### src/rtl/ohlc_pft_pkg.sv
`timescale 1ns / 1ps
`default_nettype none
package ohlc_pft_pkg;

  localparam int PRICE_BITS    = 32;
  localparam int FRACTION_BITS = 16;
  localparam int POS_W         = FRACTION_BITS + 2;

  localparam logic [1:0] ORDER_AUTO = 2'd0;
  localparam logic [1:0] ORDER_HIGH = 2'd1;
  localparam logic [1:0] ORDER_LOW  = 2'd2;

  localparam logic REG_PATH_ORDER = 1'b0;

  typedef logic signed [PRICE_BITS-1:0] price_t;
  typedef logic [PRICE_BITS-1:0]        mag_t;
  typedef logic [FRACTION_BITS:0]       quo_t;
  typedef logic [POS_W-1:0]             pos_t;

  typedef struct packed {
    price_t bar_open;
    price_t bar_high;
    price_t bar_low;
    price_t bar_close;
    price_t level;
    logic   level_valid;
    logic   fill_after_path;
  } in_t;

  typedef struct packed {
    logic touched;
    pos_t position;
    logic high_leg_first;
    logic mask_valid;
    logic skip_high_leg;
    logic skip_low_leg;
  } out_t;

  typedef struct packed {
    price_t p0;
    price_t p1;
    price_t p2;
    price_t p3;
    price_t level;
    logic   level_valid;
    logic   hi_first;
    logic   after;
  } ord_t;

  typedef struct packed {
    logic       touched;
    logic [1:0] seg;
    logic       zero;
    logic       hi_first;
    logic       after;
  } side_t;

  function automatic mag_t abs_diff(input price_t a, input price_t b);
    logic [PRICE_BITS:0] d;
    d = {a[PRICE_BITS-1], a} - {b[PRICE_BITS-1], b};
    if (d[PRICE_BITS]) begin
      d = -d;
    end
    return d[PRICE_BITS-1:0];
  endfunction

endpackage
`default_nettype wire

### src/rtl/ohlc_pft_div_stage.sv
`timescale 1ns / 1ps
`default_nettype none
module ohlc_pft_div_stage (
  input  wire                  clk,
  input  wire                  rst_n,
  input  wire                  en,
  input  wire                  in_v,
  input  ohlc_pft_pkg::side_t  in_side,
  input  ohlc_pft_pkg::mag_t   in_rem,
  input  ohlc_pft_pkg::mag_t   in_den,
  input  ohlc_pft_pkg::quo_t   in_quo,
  output logic                 out_v,
  output ohlc_pft_pkg::side_t  out_side,
  output ohlc_pft_pkg::mag_t   out_rem,
  output ohlc_pft_pkg::mag_t   out_den,
  output ohlc_pft_pkg::quo_t   out_quo
);

  localparam int P = ohlc_pft_pkg::PRICE_BITS;
  localparam int F = ohlc_pft_pkg::FRACTION_BITS;

  logic                v_r;
  ohlc_pft_pkg::side_t side_r;
  ohlc_pft_pkg::mag_t  rem_r;
  ohlc_pft_pkg::mag_t  den_r;
  ohlc_pft_pkg::quo_t  quo_r;
  logic [P:0]          sh;
  logic [P+1:0]        diff;
  logic                ge;

  // one restoring step: shift in a zero, try to subtract
  assign sh   = {in_rem, 1'b0};
  assign diff = {1'b0, sh} - {2'b00, in_den};
  assign ge   = !diff[P+1];

  always_ff @(posedge clk) begin
    if (!rst_n) begin
      v_r <= 1'b0;
    end else if (en) begin
      v_r <= in_v;
    end
  end

  always_ff @(posedge clk) begin
    if (en) begin
      side_r <= in_side;
      den_r  <= in_den;
      quo_r  <= {in_quo[F-1:0], ge};
      rem_r  <= ge ? diff[P-1:0] : sh[P-1:0];
    end
  end

  assign out_v    = v_r;
  assign out_side = side_r;
  assign out_rem  = rem_r;
  assign out_den  = den_r;
  assign out_quo  = quo_r;

endmodule
`default_nettype wire

### config.mk
export PLATFORM = sky130hd
export DESIGN_NAME = ohlc_pft_div_stage
export DESIGN_NICKNAME = d
export VERILOG_FILES = /design/src/rtl/ohlc_pft_pkg.sv /design/src/rtl/ohlc_pft_div_stage.sv
export SDC_FILE = /design/constraint.sdc
export NUM_CORES = 1
export LEC_CHECK = 0
export BUFFER_PORTS_ARGS = -buffer_cell sky130_fd_sc_hd__buf_2
export CAP_MARGIN = 20
export CORE_ASPECT_RATIO = 0.8
export CORE_MARGIN = 2
export CORE_UTILIZATION = 32
export CTS_BUF_LIST = sky130_fd_sc_hd__clkbuf_4
export DETAILED_ROUTE_END_ITERATION = 10
export GPL_ROUTABILITY_DRIVEN = 0
export MAX_ROUTING_LAYER = met4
export PLACE_DENSITY_LB_ADDON = 0.08
export RECOVER_POWER = 25
export SETUP_SLACK_MARGIN = 0.5
export SYNTH_ARGS = -nofsm -noshare
export SYNTH_HDL_FRONTEND = slang
export SYNTH_SLANG_ARGS = --single-unit
### constraint.sdc
create_clock -name clk -period 2.8 [get_ports clk]
set_input_delay 0.14 -clock clk [delete_from_list [all_inputs] [get_ports clk]]
set_output_delay 0.14 -clock clk [all_outputs]
set_load 0.05 [all_outputs]
==> results.yml, run 1 <==
synth:
  synth.area.top_cells: "edfxtp_1, ha_1, o21ai_0, a21o_1, a21oi_1"
  ys_types: 50
  synth_edf_count: 87
  synth_top_flop_cell: "edfxtp_1"
  ys_ff_latch: 88
  ys_seq_area_share_pct: 54.20
  yosys_warnings: 0
  synthCells: 430
  syn_nets: 553
  yosysMostFrequentCell: "edfxtp_1"
  synth_top_area_cell: "edfxtp_1"
  synth_top_area_share_pct: 53.79
  avgSynthCellArea_sq_um: 11.30
  synth_area_sq_um: 4857
  yosys-top-cells-count: "edfxtp_1, nand2_1, o21ai_0"
  async_reset_ff_share_pct: 0
clock_network:
  h-tree-depth: 3
  cts_sinks: 88
  cts_tree: "done"
  cts_made_buffers: 9
  clock-root-buffer: "clkbuf_4"
  clk_pin_slew_ns: 0.14
  insertion_delay_ns: 0.49
  clk_path_buf_depth: 2
floorplan:
  ios: 179
  start_util_pct: 32.57
  dieArea_sq_um: 16190
  rows: 40
  core_sq_um: 14910
  fp.dieW_um: 141.7
  fp.dieH_um: 114.2
final_layout:
  layoutNonFillerInstCount: 900
  drive_gt1_share_pct: 32.07
  antenna_cells: 0
  area_delta_synth_final_pct: 49.20
  final_nets: 830
drt:
  drc: 0
  drt_iter0_drc: 160
  wl_per_cell_um: 14.24
  via_per_inst: 4.692
  antenna_left: 0
  drtPass1Iterations: 4
  drt-total-wl_um: 12820
  vias: 4223
worst_setup_path:
  cpPeakStageDelay_ns: 0.54
  cp_max_fo: 13
  cp-end-kind: "flip-flop"
  worst_setup_path_start_kind: "input pin"
  slowest_stage: "dlygate4sd3_1"
  crit_family: "compound AO/OA/AOI/OAI gates"
  r2r-end: "out_v"
  r2r_cells: 3
  crit_required_ns: 3.06
  cpMostUsedCell: "a21o_1"
  r2r_slack_ns: 1.63
  critPathBufInv: 4
  r2r_start: "out_v"
  cp.arrival_ns: 2.51
  cp_cell_sequence: "dlygate4sd3_1, buf_2, ha_1, a21o_1, a21o_1, o21bai_2, a21o_4, a21oi_4, buf_12, inv_2, mux2_4"
  crit_type: "in2reg"
global_routing:
  grt_pass1_vias: 4169
  grt_util_all_layers_pct: 16.42
  grt_max_degree: 58
  grt_overflow: 0
  antenna_found_initial: 0
  grt_pass1_wl_um: 20150
timing:
  setup_tns_ns: 0
  finalCritPeriodShare_pct: 80.29
  worst_pin_slew_ns: 1.960
  fin_skew_ns: 0
  finalCriticalPeriod_ns: 2.248
  rsz0062_at_grt: "yes"
  slew_violations: 32
  fin_hold_ws_ns: 0.02696
  hold_violations: 0
  slew_headroom_pct: -30.64
  fmax_ghz: 0.4448
  setup_violations: 0
outcome:
  violations: "max-capacitance violations, max-slew violations"
  status: "complete, but fails checks"
placement:
  place_hpwl_um: 9087
  portBuffers: 177
  dp.cells: 796
power_and_ir_drop:
  irDropWorstVdd_uv: 284.0
  cellLeakagePower_nw: 3.190
  p_per_area_nw_per_um2: 542.9
  power_w: 0.003935
min_path:
  holdCritPathClass: "in2reg"
  hp-start: "in_den[0]"
  hold_depth: 3
  min_to: "out_rem[0]"
job:
  maxCapViolCount: 1
[metal layers]
metal | global-route usage, % | wire length (um) | vias to the layer above
met5 | - | 0 | -
met3 | 5.061 | 819 | 12
met4 | 5.533 | 204 | 0
met2 | 23.59 | 5276 | 138
li1 | - | - | 2141
met1 | 22.07 | 6518 | 1932
[kinds of logic (layout without fill, tap and decap cells)]
group                      Yosys count  after routing  synth area share (%)
buffers and inverters               50            331                 4.327
and+or+nand+nor                     92             92                 9.068
DFF                                 88             88                 54.20
adders and majority gates           32             32                 8.398
AOI/OAI and AO/OA                  136            136                 17.95
xor gates and xnor gates            29             29                 5.229
muxes                                3              3                0.8244
[through the flow]
step                      setup WS, ns  cell area [sq um]  util (%)
after floorplan                 0.5008               5012         -
final                           0.5518               7247     48.59
after global routing            0.4830               7247     48.59
after detailed placement       0.01624               6178     41.43
after CTS                       0.5160               7211     48.35
after global placement         0.05213               6178     41.43
[cell usage in the layout (no fill, tap or decap), types with 4 or more instances in the layout]
cell type      instances
buf_2                169
dlygate4sd3_1         87
edfxtp_1              87
nand2_1               41
o21ai_0               38
inv_1                 35
a21oi_1               29
ha_1                  25
a21o_1                23
xnor2_1               17
xor2_1                12
buf_4                 12
nor2_1                11
clkbuf_4               9
clkbuf_1               8
a211oi_1               7
nor2b_1                6
nand4_1                6
nand3_1                6
o21ai_1                6
ha_4                   6
nand2b_1               5
o21a_1                 4
[flip-flops by register name, summed over array words and instances, names as in the netlist]
register  count
out_den      32
out_rem      32
out_side      6
out_v         1
out_quo      17
[power by group]
part	internal (W)	total, W	switching (W)	leakage [nW]
Clock	0.000362	0.000832	0.000470	0.0826
Sequential	0.00162	0.00165	0.0000307	0.859
Combinational	0.000498	0.00145	0.000952	2.25
Total	0.00248	0.00393	0.00145	3.19
[how the worst max path moves through the flow]
stage / from / cells past startpoint / end / slack, ns
global placement: in_den[0] / 12 / out_rem[28] / 0.05
finish: in_rem[21] / 11 / out_rem[22] / 0.55
floorplan: in_den[14] / 11 / out_rem[1] / 0.50
global route: in_rem[23] / 11 / out_rem[8] / 0.48
detailed placement: in_den[0] / 12 / out_rem[28] / 0.02
CTS: in_den[0] / 12 / out_rem[28] / 0.52
[repair_timing]
| item | 4_1_cts | 5_1_grt |
|---|---|---|
| buffers inserted | 0 | 1 |
| hold buffers | 87 | 0 |
| endpoints found under the hold margin | 86 | 0 |
| endpoints found under the setup margin | 0 | 17 |
| resized for setup | 0 | 6 |
[tightest hold or removal path, cell delays in order]
cell and delay, ns:
buf_2 0.10, inv_1 0.06, nor2_1 0.10
[final cells by class]
type / count / area, sq um
multi-input combinational: 292 / 2176
fill: 1446 / 7667
clock inverter: 6 / 93.84
inverter: 37 / 138.9
timing repair buffer: 279 / 1902
tap: 189 / 236.5
sequential: 88 / 2633
clock buffer: 9 / 67.56
(Power assumes the default switching activity.)
==> run 2: changes to the inputs <==
- clock period: 2.8 -> 1.85 ns (I/O delays scaled with it)
==> results.yml, run 2 (synthesis gave the netlist of run 1 again) <==
outcome:
  status: "complete, but fails checks"
  violations: "negative setup slack"
final_layout:
  register_area_sq_um: 2633
  most-common-layout-cells: "buf_2, buf_4, dlygate4sd3_1"
  fin_area_sq_um: 8790
  multi_input_area_sq_um: 2595
  area_delta_synth_final_pct: 80.96
  fill_cells: 1295
  mostFrequentLayoutCell: "buf_2"
  final_nets: 946
  drive_gt1_share_pct: 50.72
  fin_util_pct: 58.93
  antenna_cells: 0
global_routing:
  grt.met3_usage_pct: 4.601
  grt_util_all_layers_pct: 18.64
  grt_max_degree: 89
  met2_usage_pct: 29.00
  grt_pass1_vias: 4912
  use_met1_pct: 23.77
  antenna_found_initial: 0
  grt_overflow: 0
  top_usage_layer: "met2"
  grt_pass1_wl_um: 23250
timing:
  worst_pin_slew_ns: 1.289
  fin_skew_ns: 0
  slew_violations: 0
  fin_ws_ns: -0.02951
  setup_violations: 1
  hold_violations: 0
  rsz0062_at_grt: "yes"
  fin_hold_ws_ns: 0.1028
  finalCriticalPeriod_ns: 1.880
  finalCritPeriodShare_pct: 101.6
  slew_headroom_pct: 14.08
  fmax_ghz: 0.5321
worst_setup_path:
  cp-end-kind: "flip-flop"
  r2r_cells: 3
  crit_type: "in2reg"
  cpPeakStageDelay_ns: 0.37
  crit_required_ns: 2.10
  cp_max_fo: 5
  slowest_stage: "a2111oi_4"
  critPathBufInv: 5
  crit_family: "compound AO/OA/AOI/OAI gates"
  worst_setup_path_start_kind: "input pin"
  cp.arrival_ns: 2.13
  cp_cell_sequence: "buf_6, inv_4, ha_4, a21o_1, buf_6, a2111oi_4, a21oi_4, a21o_4, a21oi_4, buf_12, inv_4, mux2_4"
  cp.depth: 12
job:
  maxCapViolCount: 0
drt:
  vias: 4712
  drc: 0
  drt_iter0_drc: 170
  via_per_inst: 4.633
  antenna_left: 0
  wl_per_cell_um: 14.58
  drt-total-wl_um: 14830
  drtPass1Iterations: 4
floorplan:
  fp.dieH_um: 114.2
  dieArea_sq_um: 16190
  start_util_pct: 32.57
  core_sq_um: 14910
  fp.dieW_um: 141.7
  rows: 40
  ios: 179
placement:
  placed_cell_area_sq_um: 7036
  dp_slack_ns: -0.7338
  portBuffers: 177
  place_hpwl_um: 9972
power_and_ir_drop:
  irDropWorstVdd_uv: 545.7
  p_per_area_nw_per_um2: 736.8
  cellLeakagePower_nw: 3.925
clock_network:
  clk_path_buf_depth: 2
  clock-root-buffer: "clkbuf_4"
  cts_sinks: 88
  h-tree-depth: 3
  cts_made_buffers: 9
  cts_tree: "done"
  insertion_delay_ns: 0.48
  clk_pin_slew_ns: 0.17
min_path:
  holdCritPathClass: "in2reg"
  hold_depth: 3
==> run 2: changes by cell type in the layout (fill, tap and decap cells not counted), moves of 13 or more <==
cell	before	now
buf_6	0	25
buf_2	169	153
buf_4	12	113
o21ai_0	38	14
o21ai_2	1	19
inv_1	35	22
==> run 2: what timing repair did <==
action,in CTS,in global routing
gates resized for setup,107,49
cloned,0,3
hold buffers,88,0
pin swaps,37,43
endpoints found under the setup margin,33,33
hold endpoints to repair,87,0
setup buffers,13,6
==> run 2: tightest hold or removal path, stage by stage <==
cell and delay, ns:
buf_8 0.09, fa_2 0.19, mux2_4 0.13
==> run 2: routing by layer <==
layer	wire length (um)	vias up	share of wire, %
met3	737	20	5.0
met4	296	0	2.0
met2	6697	118	45
met1	7100	2203	48
met5	0	-	0
li1	-	2371	-
==> run 2: final timing paths <==
check / startpoint / endpoint / slack (ns)
setup / recovery: in_den[12] / out_rem[22] / -0.03
hold / removal: in_rem[0] / out_rem[1] / 0.10
setup reg to reg: out_v / out_v / 0.66
hold reg to reg: out_v / out_v / 1.11
==> run 2: layout make-up <==
| type | instances | area share, % |
|---|---|---|
| clock buffer | 9 | 0.7687 |
| clock inverter | 7 | 0.8399 |
| inverter | 37 | 2.036 |
| multi-input combinational | 292 | 29.52 |
| sequential | 88 | 29.95 |
| tap | 189 | 2.690 |
| timing repair buffer | 395 | 34.19 |
==> run 2: power breakdown <==
part	leakage [nW]	internal [W]	total (W)	switching [W]
registers	0.859	0.00246	0.00251	0.0000551
clock network	0.0777	0.000321	0.00114	0.000815
logic	2.99	0.00118	0.00283	0.00165
==> run 2: through the flow <==
stage	cells	setup TNS (ns)	power [W]
floorplan	430	-6.292	0.004082
global placement	891	-19.33	0.004871
detailed placement	891	-20.65	0.004890
CTS	1008	-0.007620	0.006381
global route	1017	-0.1876	0.006813
finish	1017	-0.02951	0.006476
