`src/rtl/ohlc_pft_pkg.sv`:
```
`timescale 1ns / 1ps
`default_nettype none
package ohlc_pft_pkg;

  localparam int PRICE_BITS    = 32;
  localparam int FRACTION_BITS = 16;
  localparam int POS_W         = FRACTION_BITS + 2;

  localparam logic [1:0] ORDER_AUTO = 2'd0;
  localparam logic [1:0] ORDER_HIGH = 2'd1;
  localparam logic [1:0] ORDER_LOW  = 2'd2;

  localparam logic REG_PATH_ORDER = 1'b0;

  typedef logic signed [PRICE_BITS-1:0] price_t;
  typedef logic [PRICE_BITS-1:0]        mag_t;
  typedef logic [FRACTION_BITS:0]       quo_t;
  typedef logic [POS_W-1:0]             pos_t;

  typedef struct packed {
    price_t bar_open;
    price_t bar_high;
    price_t bar_low;
    price_t bar_close;
    price_t level;
    logic   level_valid;
    logic   fill_after_path;
  } in_t;

  typedef struct packed {
    logic touched;
    pos_t position;
    logic high_leg_first;
    logic mask_valid;
    logic skip_high_leg;
    logic skip_low_leg;
  } out_t;

  typedef struct packed {
    price_t p0;
    price_t p1;
    price_t p2;
    price_t p3;
    price_t level;
    logic   level_valid;
    logic   hi_first;
    logic   after;
  } ord_t;

  typedef struct packed {
    logic       touched;
    logic [1:0] seg;
    logic       zero;
    logic       hi_first;
    logic       after;
  } side_t;

  function automatic mag_t abs_diff(input price_t a, input price_t b);
    logic [PRICE_BITS:0] d;
    d = {a[PRICE_BITS-1], a} - {b[PRICE_BITS-1], b};
    if (d[PRICE_BITS]) begin
      d = -d;
    end
    return d[PRICE_BITS-1:0];
  endfunction

endpackage
`default_nettype wire

```
`src/rtl/ohlc_pft_order.sv`:
```
`timescale 1ns / 1ps
`default_nettype none
module ohlc_pft_order (
  input  wire                 clk,
  input  wire                 rst_n,
  input  wire                 en,
  input  wire                 in_v,
  input  ohlc_pft_pkg::in_t   in_d,
  input  wire  [1:0]          path_order,
  output logic                out_v,
  output ohlc_pft_pkg::ord_t  out_d
);

  logic               v1_r;
  ohlc_pft_pkg::in_t  d1_r;
  ohlc_pft_pkg::mag_t d_hi_r;
  ohlc_pft_pkg::mag_t d_lo_r;
  logic               v2_r;
  ohlc_pft_pkg::ord_t ord_r;
  ohlc_pft_pkg::ord_t ord_nxt;
  logic               hf;

  always_ff @(posedge clk) begin
    if (!rst_n) begin
      v1_r <= 1'b0;
      v2_r <= 1'b0;
    end else if (en) begin
      v1_r <= in_v;
      v2_r <= v1_r;
    end
  end

  always_ff @(posedge clk) begin
    if (en) begin
      d1_r   <= in_d;
      d_hi_r <= ohlc_pft_pkg::abs_diff(in_d.bar_high, in_d.bar_open);
      d_lo_r <= ohlc_pft_pkg::abs_diff(in_d.bar_open, in_d.bar_low);
      ord_r  <= ord_nxt;
    end
  end

  always_comb begin
    case (path_order)
      ohlc_pft_pkg::ORDER_HIGH: hf = 1'b1;
      ohlc_pft_pkg::ORDER_LOW:  hf = 1'b0;
      default:                  hf = d_hi_r < d_lo_r;
    endcase
    ord_nxt.p0          = d1_r.bar_open;
    ord_nxt.p1          = hf ? d1_r.bar_high : d1_r.bar_low;
    ord_nxt.p2          = hf ? d1_r.bar_low : d1_r.bar_high;
    ord_nxt.p3          = d1_r.bar_close;
    ord_nxt.level       = d1_r.level;
    ord_nxt.level_valid = d1_r.level_valid;
    ord_nxt.hi_first    = hf;
    ord_nxt.after       = d1_r.fill_after_path;
  end

  assign out_v = v2_r;
  assign out_d = ord_r;

endmodule
`default_nettype wire

```
`config.mk`:
```
export PLATFORM = sky130hd
export DESIGN_NAME = ohlc_pft_order
export DESIGN_NICKNAME = d
export VERILOG_FILES = /design/src/rtl/ohlc_pft_pkg.sv /design/src/rtl/ohlc_pft_order.sv
export SDC_FILE = /design/constraint.sdc
export NUM_CORES = 1
export LEC_CHECK = 0
export BUFFER_PORTS_ARGS = -buffer_cell sky130_fd_sc_hd__buf_2
export CORE_ASPECT_RATIO = 0.75
export CORE_MARGIN = 5
export CORE_UTILIZATION = 61
export CTS_CLUSTER_SIZE = 24
export DETAILED_ROUTE_END_ITERATION = 6
export GPL_TIMING_DRIVEN = 0
export PLACE_DENSITY = 0.86
export SYNTH_ARGS = -nofsm -noshare
export SYNTH_HDL_FRONTEND = slang
export SYNTH_SLANG_ARGS = --single-unit
```
`constraint.sdc`:
```
create_clock -name clk -period 9.05 [get_ports clk]
set_clock_uncertainty 0.1 [all_clocks]
set_input_delay 1.3575 -clock clk [delete_from_list [all_inputs] [get_ports clk]]
set_output_delay 1.3575 -clock clk [all_outputs]
set_load 0.01 [all_outputs]
```
==> flow_metrics.tcl, run 1 <==
set metrics [dict create \
    outcome "finished clean" \
    drtIter0Drc 2122 \
    synth-compound-area-share_pct 10.0 \
    cts_buffer_depth 3 \
    fin_tns_setup_ns 0 \
    gp_congestion 0.921 \
    crit_slowest_cell "o311ai_2" \
    worstMarginPinSlew_ns 1.18 \
    grt_first_pass_wirelength_um 77100 \
    final_nets 2012 \
    critPathKind "in2reg" \
    cts_tree "built" \
    p_total_mw 4.95 \
    fmax_mhz 178 \
    max_stage_delay_ns 0.66 \
    synthTopCellsByCount "edfxtp_1 (389), inv_1 (120), ha_1 (98)" \
    syn_avg_cell_area_um2 13.6 \
    htreeDepth 2 \
    fin_crit_sh_pct 62.1 \
    vdd_drop_max_uv 148 \
    drive_gt1_share_pct 27.3 \
    synth-main-ff-cell "edfxtp_1" \
    antenna_found_initial 9 \
    power_leakage_nw 9.02 \
    crit_top_cell "a21oi_1" \
    vias_per_cell 6.09 \
    cts_buffers 37 \
    synthTopCellsByArea "edfxtp_1 (63%), ha_1 (6.6%), mux2_2 (3.9%), xnor2_1 (3.0%), a21oi_1 (2.5%)" \
    timing.hold.ws_ns 0.305 \
    synth-simple-area-share_pct 7.59 \
    grt_max_degree 137 \
    clock_latency_ns 0.56 \
    slew_viol_final 0 \
    synthCells 1371 \
    ios 332 \
    fin_crit_ns 5.62 \
    drv_cap 0 \
    setup_violations 0 \
    crit_family "compound AO/OA/AOI/OAI gates" \
    num_rows 55 \
    hold_viol_final 0 \
    syn_nets 1639 \
    placed_area_um2 20800 \
    grt-ovfl-total 0 \
    dr.pass1.iters 6 \
    rsz0062_at_grt "false" \
    critPathMaxFanout 10 \
    start_util_pct 61.7 \
    synth_top_family_by_area "compound AO/OA/AOI/OAI gates" \
    synth_cell_types 77 \
    synth_top_area_cell "edfxtp_1" \
    synth_edf_count 389 \
    core_area_um2 30100 \
    grt_pass1_vias 12898 \
    die_y_um 161 \
    gr-usage-all-layers_pct 29.3 \
    hold_buffers 0 \
    synth_largest_type_area_fraction_pct 62.9 \
    ctsRootBufferMaster "clkbuf_16" \
    dpl.hpwl_um 37100 \
    critical_path.startpoint_type "input pin" \
    crit_arrival_ns 5.80 \
    fp.dieW_um 212 \
    area.growth.synth_to_final_pct 18.6 \
    hold_path_class "reg2reg" \
    power_density_nw_per_um2 224 \
    drc_errors 0 \
    cp_cell_sequence "buf_2, inv_1, ha_1, clkbuf_1, and4_4, a22o_1, a31oi_1, o311ai_2, a21oi_1, o211ai_1, a21oi_1, nand2b_1, a31oi_1, clkbuf_1, a21oi_1, xnor2_1" \
    die-area_um2 34100 \
    cts.repair.resized 0 \
    yosys_warnings 0 \
    synth_mux_area_share_pct 4.21 \
    ant_nets 0 \
    yosysMostFrequentCell "edfxtp_1" \
    vias 13284 \
    async_reset_ff_share_pct 0 \
    design_area_um2 22000 \
    yosysSeqAreaShare_pct 63.1 \
    clock_sinks 391 \
    worstPathRequired_ns 9.22 \
    synth.cell_area_um2 18600 \
    cts_setup_buffers 0 \
    synth_xor_area_share_pct 5.13 \
    relSlewSlack_pct 21.2 \
    numPortBuffers 331 \
    synth-seq-cells 391 \
    wirelength_um 52600 \
    clkSlewWorstSetupHoldPaths_ns 0.07 \
    wl_per_cell_um 24.1 \
    crit_buf_inv 4 \
    cp-end-kind "flop" \
    synth_fa_ha_area_share_pct 6.81 \
]
final timing paths:
check                                           from                    to  slack (ns)  cells after the start
worst max-delay path                        in_d[75]  d_lo_r[29]$_DFFE_PP_        3.43                     16
worst min-delay path             d1_r[156]$_DFFE_PP_  out_d[157]$_DFFE_PP_        0.30                      0
worst max register to register  d_hi_r[17]$_DFFE_PP_  out_d[123]$_DFFE_PP_        4.15                     14
worst min register to register   d1_r[156]$_DFFE_PP_  out_d[157]$_DFFE_PP_        0.30                      0
state kept, by name, indices dropped and copies added (netlist names):
signal	flops
d_lo_r	32
d1_r	162
v1_r	1
d_hi_r	32
out_d	163
out_v	1
metrics by stage:
step | util (%) | instances | setup WS (ns)
after detailed placement | 69.1 | 2104 | 3.08
after CTS | 73.0 | 2171 | 3.63
after global placement | 68.8 | 2101 | 1.05
after floorplan | - | 1371 | 4.28
after global routing | 73.1 | 2177 | 3.34
final | 73.1 | 2181 | 3.43
cells by family (layout without fill, tap and decap cells):
group | count (synthesis) | in the layout
buffers and inverters | 153 | 554
adders and majority gates | 100 | 100
other | 0 | 10
AOI/OAI and AO/OA | 279 | 279
xor gates and xnor gates | 108 | 108
and+or+nand+nor | 270 | 270
muxes | 70 | 70
DFF | 391 | 391
per-layer routing:
layer	GRT usage, %	up-vias	share of wire (%)
met2	48.5	836	48
met1	40.3	6451	38
met5	0	-	0.023
met4	8.08	2	2.8
li1	-	5876	-
met3	5.81	119	12
area by class of cell:
type | instances | area [um2]
well taps | 399 | 499
multi-input cells | 827 | 6280
clock inverters | 21 | 178
flip-flops and latches | 391 | 11700
plain buffers | 33 | 138
repair buffers | 334 | 1750
diodes | 10 | 25.0
fillers | 1862 | 8100
inverters | 120 | 450
clock buffers | 46 | 1000
cell usage in the layout (no fill, tap or decap), types with 14 or more instances in the layout:
cell type,n
nor3_1,23
a21o_1,35
clkbuf_1,33
mux2_2,65
nand4_1,20
o21ai_0,42
a21oi_1,94
edfxtp_1,389
inv_1,120
clkbuf_16,38
nor2_1,61
nand3_1,24
xor2_1,44
a31oi_1,14
ha_1,98
buf_2,335
xnor2_1,63
nand2_1,60
nor2b_1,16
where the power goes:
part / leakage, nW / internal [mW] / switching, mW
clock: 0.577 / 0.851 / 0.693
sequential: 3.82 / 2.26 / 0.0706
combinational: 4.62 / 0.422 / 0.652
(Power assumes the default switching activity.)
==> run 2, diff against run 1 <==
- CORE_UTILIZATION: 61 -> 51
- PLACE_DENSITY: 0.86 -> 0.77
- clock period: 9.05 -> 4.65 ns (I/O delays scaled with it)
==> run 2 against run 1 <==
Net effect: non-clock buffer count unchanged; first-iteration DRC count down 44%; sequential share of layout area shrank 0.53 points; highest routed layer unchanged; total power increased by 96%.
==> flow_metrics.tcl, run 2 (synthesis results as in run 1) <==
set metrics [dict create \
    outcome "finished clean" \
    critPathKind "in2reg" \
    area.growth.synth_to_final_pct 19.8 \
    grt_first_pass_wirelength_um 70400 \
    worstReg2RegEnd "out_d[93]$_DFFE_PP_" \
    ctsRootBufferMaster "clkbuf_16" \
    grt-ovfl-total 0 \
    grt_pass1_vias 12292 \
    r2r_slack_ns 0.47 \
    fmax_mhz 225 \
    dr.pass1.iters 5 \
    clock_latency_ns 0.55 \
    vdd_drop_max_uv 253 \
    crit_arrival_ns 4.63 \
    cts_setup_buffers 0 \
    numPortBuffers 331 \
    worstPathRequired_ns 4.84 \
    drv_cap 0 \
    drtIter0Drc 1191 \
    rsz0062_at_grt "false" \
    largest_reg_flops 163 \
    worstMarginPinSlew_ns 0.806 \
    final_nets 2015 \
    crit_buf_inv 3 \
    wirelength_um 46800 \
    cp-endpoint "d_hi_r[31]$_DFFE_PP_" \
    cts_buffer_depth 3 \
    gp_congestion 0.948 \
    max_stage_delay_ns 0.48 \
    power_density_nw_per_um2 435 \
    core_area_um2 36000 \
    gr-usage-all-layers_pct 22.4 \
    preCtsSetupSlack_ns -0.743 \
    hold_viol_final 0 \
    p_total_mw 9.68 \
    htreeDepth 2 \
    relSlewSlack_pct 46.2 \
    die-area_um2 40400 \
    crit_family "compound AO/OA/AOI/OAI gates" \
    crit_start "in_d[98]" \
    layout_common_cells "edfxtp_1 (389), buf_2 (335), inv_1 (120), ha_1 (98), a21oi_1 (94)" \
    drc_errors 0 \
    worst_slack_ns 0.213 \
    clock_sinks 391 \
    power_leakage_nw 9.11 \
    ant_nets 0 \
    wl_per_cell_um 20.8 \
    fp.dieW_um 230 \
    path_depth 16 \
    ios 332 \
    clkSlewWorstSetupHoldPaths_ns 0.06 \
    cp_cell_sequence "buf_2, inv_1, ha_1, inv_1, fa_1, a21o_1, a221oi_2, o221ai_1, a21oi_1, xor2_1, nand3_1, nor4_2, nor4b_4, a41o_1, nand3_1, xnor2_1" \
    antenna_found_initial 7 \
    hold_path_class "in2reg" \
    critical_path.startpoint_type "input pin" \
    vias 12584 \
    cts_tree "built" \
    final_common_cell "edfxtp_1" \
    fin_crit_sh_pct 95.4 \
    setup_violations 0 \
    dpl.hpwl_um 35100 \
    slew_viol_final 0 \
    critPathMaxFanout 5 \
    fin_crit_ns 4.44 \
    vias_per_cell 5.61 \
    fill_cells 2668 \
    drive_gt1_share_pct 27.9 \
    cts_buffers 40 \
    start_util_pct 51.7 \
    num_rows 60 \
    hold_start "in_d[63]" \
    reg2reg_from "d_hi_r[1]$_DFFE_PP_" \
    die_y_um 175 \
    grt_max_degree 120 \
    cp-end-kind "flop" \
    r2r_cells 13 \
    crit_slowest_cell "xor2_1" \
]
[run 2: cell count changes in the layout (fill, tap and decap cells not counted), sizes merged]
cell | before | now
diode | 10 | 2
inv | 121 | 124
clkbuf | 73 | 75
clkinv | 16 | 18
clkinvlp | 2 | 0
bufinv | 2 | 3
[run 2: worst min path at each step]
| stage | to | slack (ns) | cells past startpoint |
|---|---|---|---|
| floorplan | out_d[0]$_DFFE_PP_ | 0.30 | 0 |
| global placement | out_d[64]$_DFFE_PP_ | 0.30 | 0 |
| detailed placement | out_d[0]$_DFFE_PP_ | 0.30 | 0 |
| CTS | d1_r[28]$_DFFE_PP_ | 0.19 | 1 |
| global route | d1_r[54]$_DFFE_PP_ | 0.20 | 1 |
| finish | d1_r[63]$_DFFE_PP_ | 0.22 | 1 |
[run 2: layout make-up]
cell class,instances,area [um2],share of cell area [%]
flip-flops and latches,391,11700,52.7
clock buffers,48,1050,4.73
multi-input cells,827,6320,28.4
diodes,2,5.00,0.0225
well taps,465,582,2.61
inverters,120,450,2.02
repair buffers,334,1750,7.86
plain buffers,33,143,0.641
clock inverters,25,233,1.05
[run 2: metal layers]
layer  vias to the layer above  global-route usage, %  share of wire (%)
li1                       5883                      -                  -
met1                      6075                   31.1                 42
met2                       547                   36.6                 47
met3                        71                   4.78                8.6
met4                         8                   5.40                2.1
met5                         -                      0               0.11
[run 2: per-stage QoR]
stage          setup TNS (ns)  hold WS [ns]  instances  utilization (%)  instance area, um2
2_1_floorplan               0         0.300       1371                -               18600
3_3_place_gp         -1073.02         0.300       2167             57.9               20800
3_5_place_dp           -25.10         0.305       2170             58.2               20900
4_1_cts                     0         0.194       2243             61.8               22200
5_1_grt                     0         0.196       2245             61.9               22300
6_report                    0         0.216       2245             61.9               22300
[run 2: power breakdown]
group / leakage [nW] / internal [mW] / switching (mW)
combinational: 4.66 / 0.817 / 1.20
sequential: 3.82 / 4.40 / 0.117
clock: 0.632 / 1.80 / 1.35
[run 2: what timing repair did]
| action | in CTS | in global routing |
|---|---|---|
| hold buffers | 0 | 0 |
| cloned | 0 | 0 |
| endpoints found under the setup margin | 31 | 69 |
| resized for setup | 4 | 11 |
