$ cat config.mk
export PLATFORM = sky130hd
export DESIGN_NAME = ohlc_pft_seg
export DESIGN_NICKNAME = d
export VERILOG_FILES = /design/src/rtl/ohlc_pft_pkg.sv /design/src/rtl/ohlc_pft_seg.sv
export SDC_FILE = /design/constraint.sdc
export NUM_CORES = 1
export LEC_CHECK = 0
export BUFFER_PORTS_ARGS = -buffer_cell sky130_fd_sc_hd__buf_2
export CAP_MARGIN = 20
export CORE_MARGIN = 5
export CORE_UTILIZATION = 56
export DETAILED_ROUTE_END_ITERATION = 10
export GPL_ROUTABILITY_DRIVEN = 0
export PLACE_DENSITY = 0.77
export SYNTH_ARGS = -nofsm -noshare
export SYNTH_HDL_FRONTEND = slang
export SYNTH_SLANG_ARGS = --single-unit
$ cat constraint.sdc
create_clock -name clk -period 4.6 [get_ports clk]
set_input_delay 0.46 -clock clk [delete_from_list [all_inputs] [get_ports clk]]
set_output_delay 0.46 -clock clk [all_outputs]
set_load 0.05 [all_outputs]
$ cat src/rtl/ohlc_pft_pkg.sv
`timescale 1ns / 1ps
`default_nettype none
package ohlc_pft_pkg;

  localparam int PRICE_BITS    = 32;
  localparam int FRACTION_BITS = 16;
  localparam int POS_W         = FRACTION_BITS + 2;

  localparam logic [1:0] ORDER_AUTO = 2'd0;
  localparam logic [1:0] ORDER_HIGH = 2'd1;
  localparam logic [1:0] ORDER_LOW  = 2'd2;

  localparam logic REG_PATH_ORDER = 1'b0;

  typedef logic signed [PRICE_BITS-1:0] price_t;
  typedef logic [PRICE_BITS-1:0]        mag_t;
  typedef logic [FRACTION_BITS:0]       quo_t;
  typedef logic [POS_W-1:0]             pos_t;

  typedef struct packed {
    price_t bar_open;
    price_t bar_high;
    price_t bar_low;
    price_t bar_close;
    price_t level;
    logic   level_valid;
    logic   fill_after_path;
  } in_t;

  typedef struct packed {
    logic touched;
    pos_t position;
    logic high_leg_first;
    logic mask_valid;
    logic skip_high_leg;
    logic skip_low_leg;
  } out_t;

  typedef struct packed {
    price_t p0;
    price_t p1;
    price_t p2;
    price_t p3;
    price_t level;
    logic   level_valid;
    logic   hi_first;
    logic   after;
  } ord_t;

  typedef struct packed {
    logic       touched;
    logic [1:0] seg;
    logic       zero;
    logic       hi_first;
    logic       after;
  } side_t;

  function automatic mag_t abs_diff(input price_t a, input price_t b);
    logic [PRICE_BITS:0] d;
    d = {a[PRICE_BITS-1], a} - {b[PRICE_BITS-1], b};
    if (d[PRICE_BITS]) begin
      d = -d;
    end
    return d[PRICE_BITS-1:0];
  endfunction

endpackage
`default_nettype wire

$ cat src/rtl/ohlc_pft_seg.sv
`timescale 1ns / 1ps
`default_nettype none
module ohlc_pft_seg (
  input  wire                  clk,
  input  wire                  rst_n,
  input  wire                  en,
  input  wire                  in_v,
  input  ohlc_pft_pkg::ord_t   in_d,
  output logic                 out_v,
  output ohlc_pft_pkg::side_t  out_side,
  output ohlc_pft_pkg::mag_t   out_rem,
  output ohlc_pft_pkg::mag_t   out_den,
  output ohlc_pft_pkg::quo_t   out_quo
);

  localparam int P = ohlc_pft_pkg::PRICE_BITS;

  // segment compare stage
  logic                v3_r;
  logic [2:0]          hit_r;
  logic [2:0]          zero_r;
  ohlc_pft_pkg::mag_t  num_r [3];
  ohlc_pft_pkg::mag_t  den_r [3];
  logic                hf3_r;
  logic                after3_r;
  logic [2:0]          hit_nxt;
  logic [2:0]          zero_nxt;
  ohlc_pft_pkg::mag_t  num_nxt [3];
  ohlc_pft_pkg::mag_t  den_nxt [3];
  ohlc_pft_pkg::price_t sa [3];
  ohlc_pft_pkg::price_t sb [3];

  // first-hit select stage
  logic                v4_r;
  ohlc_pft_pkg::side_t side4_r;
  ohlc_pft_pkg::mag_t  num4_r;
  ohlc_pft_pkg::mag_t  den4_r;
  ohlc_pft_pkg::side_t side4_nxt;
  ohlc_pft_pkg::mag_t  num4_nxt;
  ohlc_pft_pkg::mag_t  den4_nxt;

  // integer quotient bit
  logic                v5_r;
  ohlc_pft_pkg::side_t side5_r;
  ohlc_pft_pkg::mag_t  rem5_r;
  ohlc_pft_pkg::mag_t  den5_r;
  logic                q5_r;
  logic [P:0]          diff5;
  logic                ge5;

  always_comb begin
    sa[0] = in_d.p0;
    sb[0] = in_d.p1;
    sa[1] = in_d.p1;
    sb[1] = in_d.p2;
    sa[2] = in_d.p2;
    sb[2] = in_d.p3;
    for (int s = 0; s < 3; s++) begin
      hit_nxt[s]  = in_d.level_valid &&
                    ((in_d.level >= sa[s] && in_d.level <= sb[s]) ||
                     (in_d.level >= sb[s] && in_d.level <= sa[s]));
      zero_nxt[s] = sa[s] == sb[s];
      num_nxt[s]  = ohlc_pft_pkg::abs_diff(in_d.level, sa[s]);
      den_nxt[s]  = ohlc_pft_pkg::abs_diff(sb[s], sa[s]);
    end
  end

  always_comb begin
    side4_nxt.touched  = |hit_r;
    side4_nxt.hi_first = hf3_r;
    side4_nxt.after    = after3_r;
    if (hit_r[0]) begin
      side4_nxt.seg  = 2'd0;
      side4_nxt.zero = zero_r[0];
      num4_nxt       = num_r[0];
      den4_nxt       = den_r[0];
    end else if (hit_r[1]) begin
      side4_nxt.seg  = 2'd1;
      side4_nxt.zero = zero_r[1];
      num4_nxt       = num_r[1];
      den4_nxt       = den_r[1];
    end else begin
      side4_nxt.seg  = 2'd2;
      side4_nxt.zero = zero_r[2];
      num4_nxt       = num_r[2];
      den4_nxt       = den_r[2];
    end
  end

  assign diff5 = {1'b0, num4_r} - {1'b0, den4_r};
  assign ge5   = !diff5[P];

  always_ff @(posedge clk) begin
    if (!rst_n) begin
      v3_r <= 1'b0;
      v4_r <= 1'b0;
      v5_r <= 1'b0;
    end else if (en) begin
      v3_r <= in_v;
      v4_r <= v3_r;
      v5_r <= v4_r;
    end
  end

  always_ff @(posedge clk) begin
    if (en) begin
      hit_r    <= hit_nxt;
      zero_r   <= zero_nxt;
      hf3_r    <= in_d.hi_first;
      after3_r <= in_d.after;
      for (int s = 0; s < 3; s++) begin
        num_r[s] <= num_nxt[s];
        den_r[s] <= den_nxt[s];
      end
      side4_r <= side4_nxt;
      num4_r  <= num4_nxt;
      den4_r  <= den4_nxt;
      side5_r <= side4_r;
      den5_r  <= den4_r;
      q5_r    <= ge5;
      rem5_r  <= ge5 ? diff5[P-1:0] : num4_r;
    end
  end

  assign out_v    = v5_r;
  assign out_side = side5_r;
  assign out_rem  = rem5_r;
  assign out_den  = den5_r;
  assign out_quo  = {{ohlc_pft_pkg::FRACTION_BITS{1'b0}}, q5_r};

endmodule
`default_nettype wire

==> results.txt, run 1 <==
status -> finished clean
clk_lat worst skew -> 0.57 ns
syn avg cell area -> 8.97 um^2
maximum clock path buffer count -> 3
CTS tree -> built
total CTS buffers -> 39
CTS Sinks -> 344
ys flop type -> edfxtp_1
clock power share -> 22.6%
Max Cap Viol -> 0
count leader, synth -> edfxtp_1
Crit Path Category -> primary input to flop
IO Pins -> 255
die area -> 58,700 um^2
area grow syn2layout -> 11.6%
Synth Register Bits -> 344
worst vdd ir -> 0.000282 V
Initial Util -> 56.3%
CP required -> 4.91 ns
first-pass GRT wire length -> 146 mm
Pins Over Slew Limit -> 0
GRT Max-Usage Layer -> met2
clock root buffer -> clkbuf_16
Async S/R FF share, synth -> 0%
Final Skew -> 0.0190 ns
CTS resizes -> 0
Worst Tran Pin Value -> 1.05 ns
max incr delay on CP -> 0.43 ns
Final Cycle Share -> 91.3%
CP Capture Type -> flop
synthesized area -> 30,200 um^2
crit path cell chain -> buf_2 > inv_1 > buf_4 > ha_1 > inv_1 > fa_1 > a211oi_1 > o21bai_1 > a2111oi_0 > buf_4 > o41ai_1 > buf_4 > a21oi_1 > xnor2_1 > nand4bb_1 > or2_2 > or3_1 > o31ai_1 > xnor2_1
Max FO, Critical Path -> 4
Max Fclk -> 238 MHz
headroom to the max-slew limit -> 29.9%
fin area -> 33,700 um^2
grt total ovfl -> 0
Seq/Total Area, Yosys -> 34.1%
Sw Pwr -> 5.22 mW
Yosys top cell by area -> edfxtp_1
Port Buf Inserts -> 238
Comb power frac -> 42.8%
share of cells above drive strength 1 -> 11.8%
DR iter-0 viols -> 3,278
Remaining DRCs -> 0
initial antenna violation count -> 3
DP Wirelength -> 82.3 mm
Top delay family on crit path -> compound AO/OA/AOI/OAI gates
CORE AREA -> 53,700 um^2
grt met1 use -> 43.7%
Hold Path Depth -> 1
Critical Path Most Common Cell -> buf_4
Final min period -> 4.20 ns
Die Width -> 242 um
worst hold slack -> 0.0702 ns
DRT Wirelength -> 99.9 mm
Synth top area share -> 33.9%
EDFF count, synth -> 341
# nets final -> 4,069
total power -> 13.5 mW
slowest CP cell -> a2111oi_0
Tot GR Track Use -> 32.2%
Seq pwr share -> 34.6%
Lkg Pwr -> 14.4 nW
hold-fix buffers at CTS -> 0
antenna viol nets, final -> 0
Hold Fails Final Rpt -> 0
Setup-failing EPs final -> 0
Arrival @ worst endpoint -> 4.51 ns
HP Class -> primary input to flop
Die Ht -> 242 um
Row Count -> 85
top post-synthesis cells by count -> edfxtp_1 (341), a21oi_1 (269), nand2_1 (266)
Net Sw Frac -> 38.8%
Yosys warnings -> 0
GR Util met3 -> 7.60%
gate count after technology mapping -> 3,373
top cells by area, synth -> edfxtp_1 (34%), ha_1 (11%), xnor2_1 (6.4%)
Setup Buffers After CTS -> 0
Reg2Reg Depth -> 12
vias in the first global route -> 25,100
RSZ-0062 raised after global routing -> no
routed vias/inst -> 6.33
Netlist cell types -> 89
CP Launch Type -> primary input
met2 GRT Util -> 47.5%
Worst Path Buf+Inv -> 6
largest net degree at the start of global routing -> 127
average wire per standard cell -> 22.9 um
clock slew at reported path FFs -> 0.07 ns
dpl cell area -> 32,500 um^2
Pint -> 8.24 mW
DR vias -> 27,600
Crit path depth -> 19
Initial DRT Pass Iterations -> 8
PwrDens -> 399 nW/um^2
CTS H-tree depth -> 2
-- cells in the final DEF, fill, tap and decap left out, types with 34 or more instances in the layout --
master,count
and3_1,37
nor2b_1,40
a21oi_1,269
o21a_1,42
o21bai_1,34
nor3_1,74
a31oi_1,47
inv_1,247
buf_4,80
ha_1,265
a21o_1,112
xnor2_1,222
edfxtp_1,341
a211oi_1,34
buf_2,237
xor2_1,120
nand3_1,71
nor2_1,215
o21ai_0,250
clkbuf_16,39
nand2_1,266
mux2i_1,82
nand4_1,61
-- worst register-to-register path: stages, from the launching register on --
cell,delay [ns]
edfxtp_1,0.39
ha_1,0.25
fa_1,0.42
nor2b_1,0.17
o21bai_1,0.11
a211oi_1,0.47
o2111ai_1,0.20
a31oi_1,0.34
a41oi_1,0.27
a21oi_1,0.30
a221o_2,0.28
buf_12,0.24
mux2_2,0.41
-- power groups by stage --
stage / clock, mW / sequential [mW] / combinational [mW]
after detailed placement: 0 / 4.72 / 5.62
after floorplan: 0 / 5.08 / 3.52
final: 3.04 / 4.66 / 5.76
after global routing: 3.22 / 4.72 / 6.18
after CTS: 3.09 / 4.66 / 5.65
after global placement: 0 / 4.70 / 5.54
-- through the flow --
step	setup TNS (ns)	util [%]	setup slack (ns)	cells
after floorplan	0	-	0.271	3388
after global placement	-0.0566	60.5	-0.0376	4285
after detailed placement	-0.119	60.5	-0.0812	4285
after CTS	0	62.8	0.499	4351
after global routing	0	62.8	0.209	4351
final	0	62.8	0.399	4354
-- per-layer routing --
| layer | routed length [um] | part of all wire (%) |
|---|---|---|
| met4 | 6720 | 6.7 |
| met2 | 41200 | 41 |
| met3 | 12200 | 12 |
| met1 | 39800 | 40 |
| met5 | 18 | 0.018 |
-- sequential cells by signal, indices dropped and copies added, names as in the netlist, 6 cells and up --
| name | cells |
|---|---|
| out_rem | 32 |
| out_side | 6 |
| num_r | 96 |
| den_r | 96 |
| den4_r | 32 |
| num4_r | 32 |
| side4_r | 6 |
| out_den | 32 |
-- worst paths after layout --
check,from,slack (ns),endpoint
min,in_d[1],0.07,hf3_r
max reg2reg,den4_r[0],0.51,out_rem[15]
max,in_d[3],0.40,num_r[0][63]
min reg2reg,side4_r[1],0.42,out_side[1]
-- final cells by class --
| cell class | instances | area (um^2) |
|---|---|---|
| Inverter | 247 | 927 |
| Multi-Input combinational cell | 2677 | 18600 |
| Sequential cell | 344 | 10300 |
| Tap cell | 696 | 871 |
| Clock buffer | 47 | 1010 |
| Fill cell | 4598 | 20000 |
| Clock inverter | 19 | 223 |
| Antenna cell | 3 | 7.51 |
| Timing Repair Buffer | 321 | 1860 |
-- logic make-up (layout without fill, tap and decap cells) --
kind of cell             Yosys count  in the layout  share of synthesized area, %
AND/OR/NAND/NOR                  961            961                          15.8
buffers and inverters            367            634                          4.82
other                              1             19                        0.0124
AO/OA/AOI/OAI                    991            991                          20.8
multiplexers                      95             95                          3.20
XOR/XNOR                         342            342                          9.91
flip-flops                       344            344                          34.1
adder cells (fa/ha/maj)          272            272                          11.4
No activity file was read; power rests on OpenSTA's default activity.
==> inputs of run 2 (changes only) <==
- RECOVER_POWER: unset -> 50
==> run 2 against run 1 <==
  * The run now ends with max-capacitance violations, max-slew violations left
  * Die area unchanged
  * Routed wire length barely moved
  * Sequential cell count unchanged
  * Clock-buffer cell count unchanged
  * Cell count about the same
  * Critical path depth is 3 lower
  * Cell area down 0.33%
==> results.txt, run 2 (same netlist as run 1, synthesis figures left out) <==
status -> finished with violations
failing checks -> max-capacitance violations, max-slew violations
Die Ht -> 242 um
largest net degree at the start of global routing -> 127
Hold Path Depth -> 1
Setup Buffers After CTS -> 0
Remaining DRCs -> 0
Arrival @ worst endpoint -> 4.57 ns
CP Capture Type -> flop
CORE AREA -> 53,700 um^2
initial antenna violation count -> 3
Max Fclk -> 235 MHz
HP Start -> in_d[1]
Final Skew -> 0.0143 ns
clk_lat worst skew -> 0.57 ns
PwrDens -> 400 nW/um^2
Top Registers -> den_r: 96 flops, num_r: 96 flops
Worst Path Buf+Inv -> 3
CTS H-tree depth -> 2
CTS Sinks -> 344
Final min period -> 4.26 ns
Hold Fails Final Rpt -> 0
CTS tree -> built
Crit path depth -> 16
dpl cell area -> 32,500 um^2
IO Pins -> 255
maximum clock path buffer count -> 3
Top delay family on crit path -> compound AO/OA/AOI/OAI gates
Critical Path Most Common Cell -> o31ai_1
crit path launch -> in_d[99]
Final Cycle Share -> 92.7%
Max FO, Critical Path -> 4
Crit Path Category -> primary input to flop
CP Launch Type -> primary input
vias in the first global route -> 25,100
share of cells above drive strength 1 -> 10.3%
total CTS buffers -> 39
Max Cap Viol -> 1
DRT Wirelength -> 100 mm
RSZ-0062 raised after global routing -> no
FF-to-FF Start -> den4_r[0]
antenna viol nets, final -> 0
most frequent cells in the layout -> edfxtp_1 (341), a21oi_1 (269), nand2_1 (266), ha_1 (265), o21ai_0 (250)
CP required -> 4.91 ns
hold-fix buffers at CTS -> 0
Reg2Reg Depth -> 12
clock slew at reported path FFs -> 0.06 ns
routed vias/inst -> 6.32
CTS resizes -> 0
Die Width -> 242 um
worst vdd ir -> 0.000280 V
HP Class -> primary input to flop
area grow syn2layout -> 11.2%
DR vias -> 27,500
die area -> 58,700 um^2
Lkg Pwr -> 14.2 nW
Initial DRT Pass Iterations -> 6
Tot GR Track Use -> 32.2%
Row Count -> 85
slowest CP cell -> or4_1
DR iter-0 viols -> 3,177
final non-filler cell total -> 4,353
Pins Over Slew Limit -> 127
clock root buffer -> clkbuf_16
Worst Tran Pin Value -> 3.32 ns
first-pass GRT wire length -> 146 mm
grt total ovfl -> 0
# nets final -> 4,069
crit path cell chain -> clkbuf_1 > ha_1 > inv_1 > fa_1 > a211oi_1 > o21ai_1 > a31oi_1 > o31ai_1 > or4_1 > and3_1 > a311oi_1 > o31ai_1 > nor4b_1 > buf_4 > a41oi_1 > xnor2_1
most common cell after layout, fill and taps aside -> edfxtp_1
headroom to the max-slew limit -> -122%
Port Buf Inserts -> 238
Setup-failing EPs final -> 0
DP Wirelength -> 82.3 mm
cell total after placement -> 4,285
fin area -> 33,600 um^2
max incr delay on CP -> 0.50 ns
Initial Util -> 56.3%
average wire per standard cell -> 23.0 um
[run 2: changes by cell type in the layout (fill, tap and decap cells not counted)]
| cell | delta |
|---|---|
| buf_12 | -1 |
| clkbuf_2 | +3 |
| buf_8 | -1 |
| buf_4 | -6 |
| buf_2 | -54 |
| diode_2 | -1 |
| clkbuf_4 | +1 |
| clkbuf_1 | +58 |
[run 2: final timing paths]
path | endpoint | slack (ns)
setup / recovery | den_r[0][63] | 0.34
hold / removal | hf3_r | 0.07
setup reg to reg | out_rem[15] | 0.51
hold reg to reg | out_side[0] | 0.42
[run 2: layer usage]
layer  GRT usage [%]  part of all wire (%)  up-vias
met3            7.60                    13      297
met4            18.2                   6.8        2
met2            47.5                    41     1533
li1                -                     -    12900
met5               0                 0.018        -
met1            43.7                    39    12700
[run 2: cell type report]
cell class | count | area (um^2)
antenna | 2 | 5.00
clock buffer | 47 | 1010
clock inverter | 19 | 223
fill | 4641 | 20100
inverter | 247 | 927
multi-input combinational | 2677 | 18600
sequential | 344 | 10300
tap | 696 | 871
timing repair buffer | 321 | 1750
[run 2: through the flow]
step	power (mW)	hold WS, ns	TNS (ns)	utilization (%)	worst slack [ns]
detailed placement	10.3	0.405	-0.119	60.5	-0.0812
floorplan	8.60	0.400	0	-	0.271
finish	13.5	0.0735	0	62.6	0.336
CTS	13.4	0.0421	0	62.8	0.499
global route	14.1	0.0527	0	62.6	0.150
global placement	10.2	0.401	-0.0566	60.5	-0.0376
[run 2: report_power, final]
| group | internal [mW] | total (mW) | switching, mW |
|---|---|---|---|
| sequential | 4.42 | 4.66 | 0.247 |
| clock | 1.79 | 3.05 | 1.26 |
| combinational | 2.02 | 5.74 | 3.72 |
[run 2: worst register-to-register path, stage by stage (launching register included)]
cell and delay, ns:
edfxtp_1 0.39, ha_1 0.25, fa_1 0.42, nor2b_1 0.17
o21bai_1 0.11, a211oi_1 0.47, o2111ai_1 0.20, a31oi_1 0.34
a41oi_1 0.27, a21oi_1 0.30, a221o_2 0.28, buf_12 0.24
mux2_2 0.41
